<file path="src/hw/rtl/alc_pkg.sv">
// Shared types, constants and decode functions for the ambient light lux converter.
`default_nettype none

package alc_pkg;

    localparam int RAW_W   = 16;
    localparam int LUX_W   = 27;
    localparam int CFG_W   = 4;
    localparam int GAIN_W  = 2;
    localparam int INTEG_W = 4;
    localparam int K_W     = 4;
    localparam int Y_W     = 25;
    localparam int X_W     = 29;
    localparam int RECIP_W = 30;
    localparam int PROD_W  = 59;
    localparam int RECIP_SHIFT = 41;
    localparam int LIN_W   = 17;

    localparam int C4_W = 20;
    localparam int C3_W = 34;
    localparam int C2_W = 47;
    localparam int C1_W = 61;

    localparam int T1_W = 38;
    localparam int T1_LO_W = 19;
    localparam int PA_W = T1_LO_W + LIN_W;
    localparam int PB_W = T1_W - T1_LO_W + LIN_W + 1;

    localparam int T2_W = 57;
    localparam int T2_LO_W = 28;
    localparam int QA_W = T2_LO_W + LIN_W;
    localparam int QB_W = T2_W - T2_LO_W + LIN_W + 1;

    localparam int T3_W = 75;
    localparam int T3_CH_W = 25;
    localparam int RA_W = T3_CH_W + LIN_W;
    localparam int RC_W = T3_CH_W + LIN_W + 1;

    localparam int T4_W = 93;
    localparam int FRAC_W = 60;
    localparam int INT_W = T4_W - 1 - FRAC_W;

    // Reciprocal of 2500 scaled by 2^41, rounded up; exact for 29-bit dividends.
    localparam logic [RECIP_W-1:0] RECIP_2500 = 30'd879609303;

    // Correction coefficients as multiples of 2^-60.
    localparam logic [C4_W-1:0] C4 = 20'd693309;
    localparam logic [C3_W-1:0] C3 = 34'd10828699940;
    localparam logic [C2_W-1:0] C2 = 47'd93949267567403;
    localparam logic [C1_W-1:0] C1 = 61'd1155573224067442724;

    localparam logic [LIN_W-1:0] LUX_LIMIT = 17'd1000;
    localparam logic [LUX_W-1:0] LUX_MAX   = 27'd134217727;

    localparam logic CFG_GAIN  = 1'b0;
    localparam logic CFG_INTEG = 1'b1;

    localparam logic [GAIN_W-1:0] GAIN_X1   = 2'd0;
    localparam logic [GAIN_W-1:0] GAIN_X2   = 2'd1;
    localparam logic [GAIN_W-1:0] GAIN_X1_8 = 2'd2;
    localparam logic [GAIN_W-1:0] GAIN_X1_4 = 2'd3;

    localparam logic [INTEG_W-1:0] INTEG_100MS = 4'd0;
    localparam logic [INTEG_W-1:0] INTEG_200MS = 4'd1;
    localparam logic [INTEG_W-1:0] INTEG_400MS = 4'd2;
    localparam logic [INTEG_W-1:0] INTEG_800MS = 4'd3;
    localparam logic [INTEG_W-1:0] INTEG_50MS  = 4'd8;
    localparam logic [INTEG_W-1:0] INTEG_25MS  = 4'd12;

    typedef struct packed {
        logic vld;
        logic bad;
        logic corr;
    } t_meta;

    typedef struct packed {
        logic       bad;
        logic [2:0] shift;
    } t_integ;

    function automatic logic [2:0] gain_shift(input logic [GAIN_W-1:0] code);
        logic [2:0] s;
        case (code)
            GAIN_X1:   s = 3'd1;
            GAIN_X2:   s = 3'd0;
            GAIN_X1_8: s = 3'd4;
            GAIN_X1_4: s = 3'd3;
            default:   s = 3'd0;
        endcase
        return s;
    endfunction

    function automatic t_integ integ_shift(input logic [INTEG_W-1:0] code);
        t_integ r;
        r.bad = 1'b0;
        case (code)
            INTEG_100MS: r.shift = 3'd3;
            INTEG_200MS: r.shift = 3'd2;
            INTEG_400MS: r.shift = 3'd1;
            INTEG_800MS: r.shift = 3'd0;
            INTEG_50MS:  r.shift = 3'd4;
            INTEG_25MS:  r.shift = 3'd5;
            default: begin
                r.shift = 3'd0;
                r.bad   = 1'b1;
            end
        endcase
        return r;
    endfunction

endpackage

`default_nettype wire

</file>
<file path="src/hw/rtl/alc_scale.sv">
// Front pipeline: scales the raw count by the resolution and starts the correction polynomial.
`default_nettype none

module alc_scale import alc_pkg::*; (
    input  wire logic                    i_clk,
    input  wire logic                    i_rst_n,
    input  wire logic                    i_en,
    input  wire logic                    i_valid,
    input  wire logic [RAW_W-1:0]        i_raw_count,
    input  wire logic [GAIN_W-1:0]       i_gain_code,
    input  wire logic [INTEG_W-1:0]      i_integ_code,
    output t_meta                        o_meta,
    output logic [LIN_W-1:0]             o_lin,
    output logic signed [T1_W-1:0]       o_t1
);

    t_integ                   integ;
    logic [K_W-1:0]           k;
    logic [Y_W-1:0]           y;
    logic [X_W-1:0]           n_x;
    logic [LIN_W-1:0]         lin;
    logic [C4_W+LIN_W-1:0]    c4l;
    logic signed [T1_W-1:0]   n_t1;

    t_meta                    r_meta1, r_meta2, r_meta3;
    logic [X_W-1:0]           r_x;
    logic [PROD_W-1:0]        r_prod;
    logic [LIN_W-1:0]         r_lin;
    logic signed [T1_W-1:0]   r_t1;

    always_comb begin
        integ = integ_shift(i_integ_code);
        k     = K_W'(gain_shift(i_gain_code)) + K_W'(integ.shift);
        y     = Y_W'(i_raw_count) << k;
        n_x   = {1'b0, y, 3'b000} + {4'd0, y};
        lin   = r_prod[RECIP_SHIFT +: LIN_W];
        c4l   = C4 * lin;
        n_t1  = $signed({1'b0, c4l}) - $signed({{(T1_W-C3_W){1'b0}}, C3});
    end

    always_ff @(posedge i_clk) begin
        if (!i_rst_n) begin
            r_meta1 <= '0;
            r_meta2 <= '0;
            r_meta3 <= '0;
        end else if (i_en) begin
            r_meta1.vld  <= i_valid;
            r_meta1.bad  <= integ.bad;
            r_meta1.corr <= 1'b0;
            r_meta2      <= r_meta1;
            r_meta3.vld  <= r_meta2.vld;
            r_meta3.bad  <= r_meta2.bad;
            r_meta3.corr <= lin > LUX_LIMIT;
        end
    end

    always_ff @(posedge i_clk) begin
        if (i_en) begin
            r_x    <= n_x;
            r_prod <= r_x * RECIP_2500;
            r_lin  <= lin;
            r_t1   <= n_t1;
        end
    end

    assign o_meta = r_meta3;
    assign o_lin  = r_lin;
    assign o_t1   = r_t1;

endmodule

`default_nettype wire

</file>
<file path="config.mk">
export PLATFORM = sky130hd
export DESIGN_NAME = alc_scale
export DESIGN_NICKNAME = d
export VERILOG_FILES = /design/src/hw/rtl/alc_pkg.sv /design/src/hw/rtl/alc_scale.sv
export SDC_FILE = /design/constraint.sdc
export NUM_CORES = 2
export LEC_CHECK = 0
export BUFFER_PORTS_ARGS = -buffer_cell sky130_fd_sc_hd__clkbuf_2
export CAP_MARGIN = 20
export CORE_MARGIN = 8
export CORE_UTILIZATION = 65
export CTS_BUF_LIST = sky130_fd_sc_hd__clkbuf_8
export DETAILED_ROUTE_END_ITERATION = 6
export PLACE_DENSITY = 0.83
export SYNTH_ARGS = -nofsm -noshare
export SYNTH_HDL_FRONTEND = slang
export SYNTH_SLANG_ARGS = --single-unit
</file>
<file path="constraint.sdc">
create_clock -name i_clk -period 13 [get_ports i_clk]
set_clock_uncertainty 0.1 [all_clocks]
set_input_delay 2.6 -clock i_clk [delete_from_list [all_inputs] [get_ports i_clk]]
set_output_delay 2.6 -clock i_clk [all_outputs]
set_load 0.01 [all_outputs]
</file>
==> results by group <==
STA
  – Period utilisation layout: 61.3%
  – Endpoints failing setup: 0
  – Max Slew Vio Count: 0
  – Least-Margin Pin Slew: 0.985 ns
  – Maximum clock rate: 0.125 GHz
  – Slew HR: 34.2%
  – Post-route setup TNS: 0 ns
  – Min Hold Slack: 0.430 ns
  – Minimum clock period: 7.97 ns
  – RSZ-0062 raised after global routing: false
  – Fin. Hold Viols: 0

Global route
  – Met2 Usage GRT: 49.5%
  – GRT overflow: 0
  – First-pass GRT wire length: 106000 µm
  – Gr busiest metal: met2
  – All-Layer GR Usage: 27.6%
  – Vias in the first global route: 20200
  – Initial antenna violation count: 0
  – Met1 GRT Util: 34.2%
  – Largest net degree at the start of global routing: 73
  – Routing usage on met3: 3.65%

Floorplan
  – Die X: 221 µm
  – Area of the die: 48800 µm²
  – Chip height: 221 µm
  – Core Area: 41800 µm²
  – Num rows: 75
  – # IOs: 84
  – Initial Util: 65.4%

Synthesis
  – Syn avg cell area: 10.4 µm²
  – Area of the mapped netlist: 27300 µm²
  – Syn. warnings: 0
  – Top FF cell, synth: edfxtp_1
  – Synthesized instance count: 2633
  – FFs w/ async S/R, synth: 0%
  – Distinct cells, synth: 74
  – Syn_nets: 3692
  – Register area share after synthesis: 11.4%
  – Post-synth EDFFs: 99
  – Number of synthesized register bits: 106

Detailed routing
  – First-pass DRT Iterations: 5
  – Wire per inst: 20.4 µm
  – Routed Antenna Nets: 0
  – DRT iter0 DRCs: 1247
  – Vias per cell: 5.71
  – DRT Wirelength: 66400 µm
  – Vias post-DR: 18600
  – DRC viols: 0

Placement
  – Placer Congestion: 1.03
  – PortBufs: 83
  – Dpl hpwl: 59800 µm

Cells and area
  – Share of cells above drive strength 1: 4.83%
  – Storage element area: 3110 µm²
  – Ant. Diodes: 0
  – NumNets Final: 3766
  – Synth-to-layout area growth: 4.32%
  – Filler cells: 3109
  – Area of the multi-input gates: 21300 µm²

Critical path
  – Crit Reg-Reg Startpoint: r_x[5]
  – Crit path depth: 20
  – Worst R2R End: r_prod[55]
  – Crit path DAT: 8.06 ns
  – Kind of cell adding the most delay to the critical path: compound AO/OA/AOI/OAI gates
  – Crit path cell chain: clkbuf_2 > inv_1 > ha_1 > ha_1 > fa_1 > mux2_2 > o21ai_0 > nor2_1 > ha_1 > inv_1 > fa_1 > nor2b_1 > o21a_1 > o21ai_1 > a21oi_1 > o41a_1 > a211oi_1 > o31ai_1 > a2111oi_0 > nor3_1
  – Max stage delay on crit path: 1.20 ns
  – Critical Path End: r_x[25]
  – CP max FO: 24
  – FF-to-FF path depth: 22
  – Critical Path RT: 13.09 ns
  – Reg2Reg Setup Slack: 5.14 ns
  – Critical Path Start Type: primary input
  – CP most frequent cell: ha_1
  – Setup CP Type: in -> reg
  – CP Launch Point: i_gain_code[0]
  – Worst path bufs/invs: 3
  – Slowest CP cell: fa_1
  – Crit. End Element: register

Clock network
  – Post-CTS Hold Buffers: 0
  – CTS buffer count: 9
  – CTS-repair resized insts: 0
  – Setup repair bufs after CTS: 0
  – CTS tree: done
  – Clock slew at reported path FFs: 0.10 ns
  – Clock Tree Buf Depth: 2
  – Clk_lat worst skew: 0.47 ns
  – Clk root buf: clkbuf_8
  – TritonCTS Sinks: 106
  – H-Tree Level Count: 3

Run status
  – Status: complete, no violations

Flow run
  – Max Cap Viol: 0

Worst hold path
  – Hold Crit Class: reg -> reg
-- final cells by class --
type | instances | share of cell area [%]
Clock buffer | 9 | 0.435
Sequential cell | 106 | 10.9
Multi-Input combinational cell | 1775 | 74.8
Inverter | 727 | 9.58
Clock inverter | 7 | 0.329
Timing Repair Buffer | 88 | 1.60
Tap cell | 539 | 2.37
-- how the worst min path moves through the flow --
stage	start	end	slack [ns]	cells past startpoint
floorplan	r_meta1[2]	r_meta1[2]	0.38	2
global placement	r_meta2[1]	r_meta2[1]	0.40	2
detailed placement	r_meta2[2]	o_meta[2]	0.41	2
CTS	r_meta2[2]	o_meta[2]	0.44	2
global route	o_meta[2]	o_meta[2]	0.48	2
finish	r_meta2[2]	o_meta[2]	0.43	2
-- cell families after synthesis --
group | count (synthesis) | synth area share, %
adders and majority gates | 1033 | 60.9
buffers and inverters | 752 | 10.6
AOI/OAI and AO/OA | 343 | 8.06
and+or+nand+nor | 287 | 5.16
DFF | 106 | 11.4
xor gates and xnor gates | 78 | 2.50
muxes | 34 | 1.41
-- state kept, by name (all words and copies together) (netlist names) --
name / count
r_prod: 17
r_x: 29
o_meta: 3
r_meta1: 2
r_meta2: 2
o_lin: 17
o_t1: 36
-- layer usage --
layer | wire length [µm] | share of wire, %
met1 | 27200 | 41
met2 | 33800 | 51
met3 | 3270 | 4.9
met4 | 2230 | 3.4
met5 | 0 | 0
-- cells in the final DEF, fill, tap and decap left out, drive strengths merged, types with 8 or more instances in the layout --
master,synthesis,final
a21oi,116,116
or2,8,8
nand4,17,17
o21ai,53,53
clkbuf,16,91
a21o,62,62
nor2,77,77
edfxtp,99,99
a31oi,11,11
ha,540,540
and3,13,13
o211ai,9,9
o31ai,12,12
xnor2,54,54
mux2i,26,26
nor2b,21,21
nand2b,9,9
fa,493,493
o21a,18,18
nor3,15,15
xor2,24,24
nand3,30,30
inv,726,729
nand2,71,71
a211oi,13,13
o21bai,12,12
-- metrics by stage --
stage | cells | util (%) | worst slack [ns] | instance area, µm²
floorplan | 2633 | - | 5.46 | 27300
global placement | 3234 | 67.7 | 4.86 | 28300
detailed placement | 3234 | 67.7 | 4.71 | 28300
CTS | 3250 | 68.2 | 5.08 | 28500
global route | 3251 | 68.2 | 4.70 | 28500
finish | 3251 | 68.2 | 5.03 | 28500
-- worst reg2reg max path, stage by stage (launching register included) --
cell      delay, ns
edfxtp_1       0.65
inv_1          0.21
fa_1           0.61
fa_1           0.46
fa_1           0.41
fa_1           0.52
fa_1           0.54
fa_1           0.56
inv_1          0.05
fa_1           0.47
inv_1          0.05
fa_1           0.47
inv_1          0.04
ha_1           0.34
nor2_1         0.06
o31ai_1        0.26
a31oi_1        0.15
a311oi_1       0.62
nor3_1         0.21
o21ai_1        0.39
a211o_1        0.23
a21oi_1        0.09
xnor2_1        0.13
-- Yosys cell counts (7+ instances only) --
master      n  area share (%)
a211oi_1   12            0.33
a21o_1     60             1.6
a21oi_1   116             2.1
a31oi_1    11            0.25
and3_1     10            0.23
clkbuf_1   15            0.21
dfxtp_1     7            0.51
edfxtp_1   99              11
fa_1      493              36
ha_1      540              25
inv_1     726              10
mux2i_1    26            0.95
nand2_1    71            0.98
nand2b_1    9            0.21
nand3_1    30            0.55
nand4_1    17            0.39
nor2_1     77             1.1
nor2b_1    21            0.48
nor3_1     15            0.27
o211ai_1    9            0.25
o21a_1     18            0.49
o21ai_0    51            0.93
o21bai_1   12            0.33
o31ai_1    11            0.30
or2_2       8            0.18
xnor2_1    54             1.7
xor2_1     24            0.77
Power is left out: the tool's default activity adds up to more than one toggle a clock period on the data nets, which glitch-free logic cannot reach.
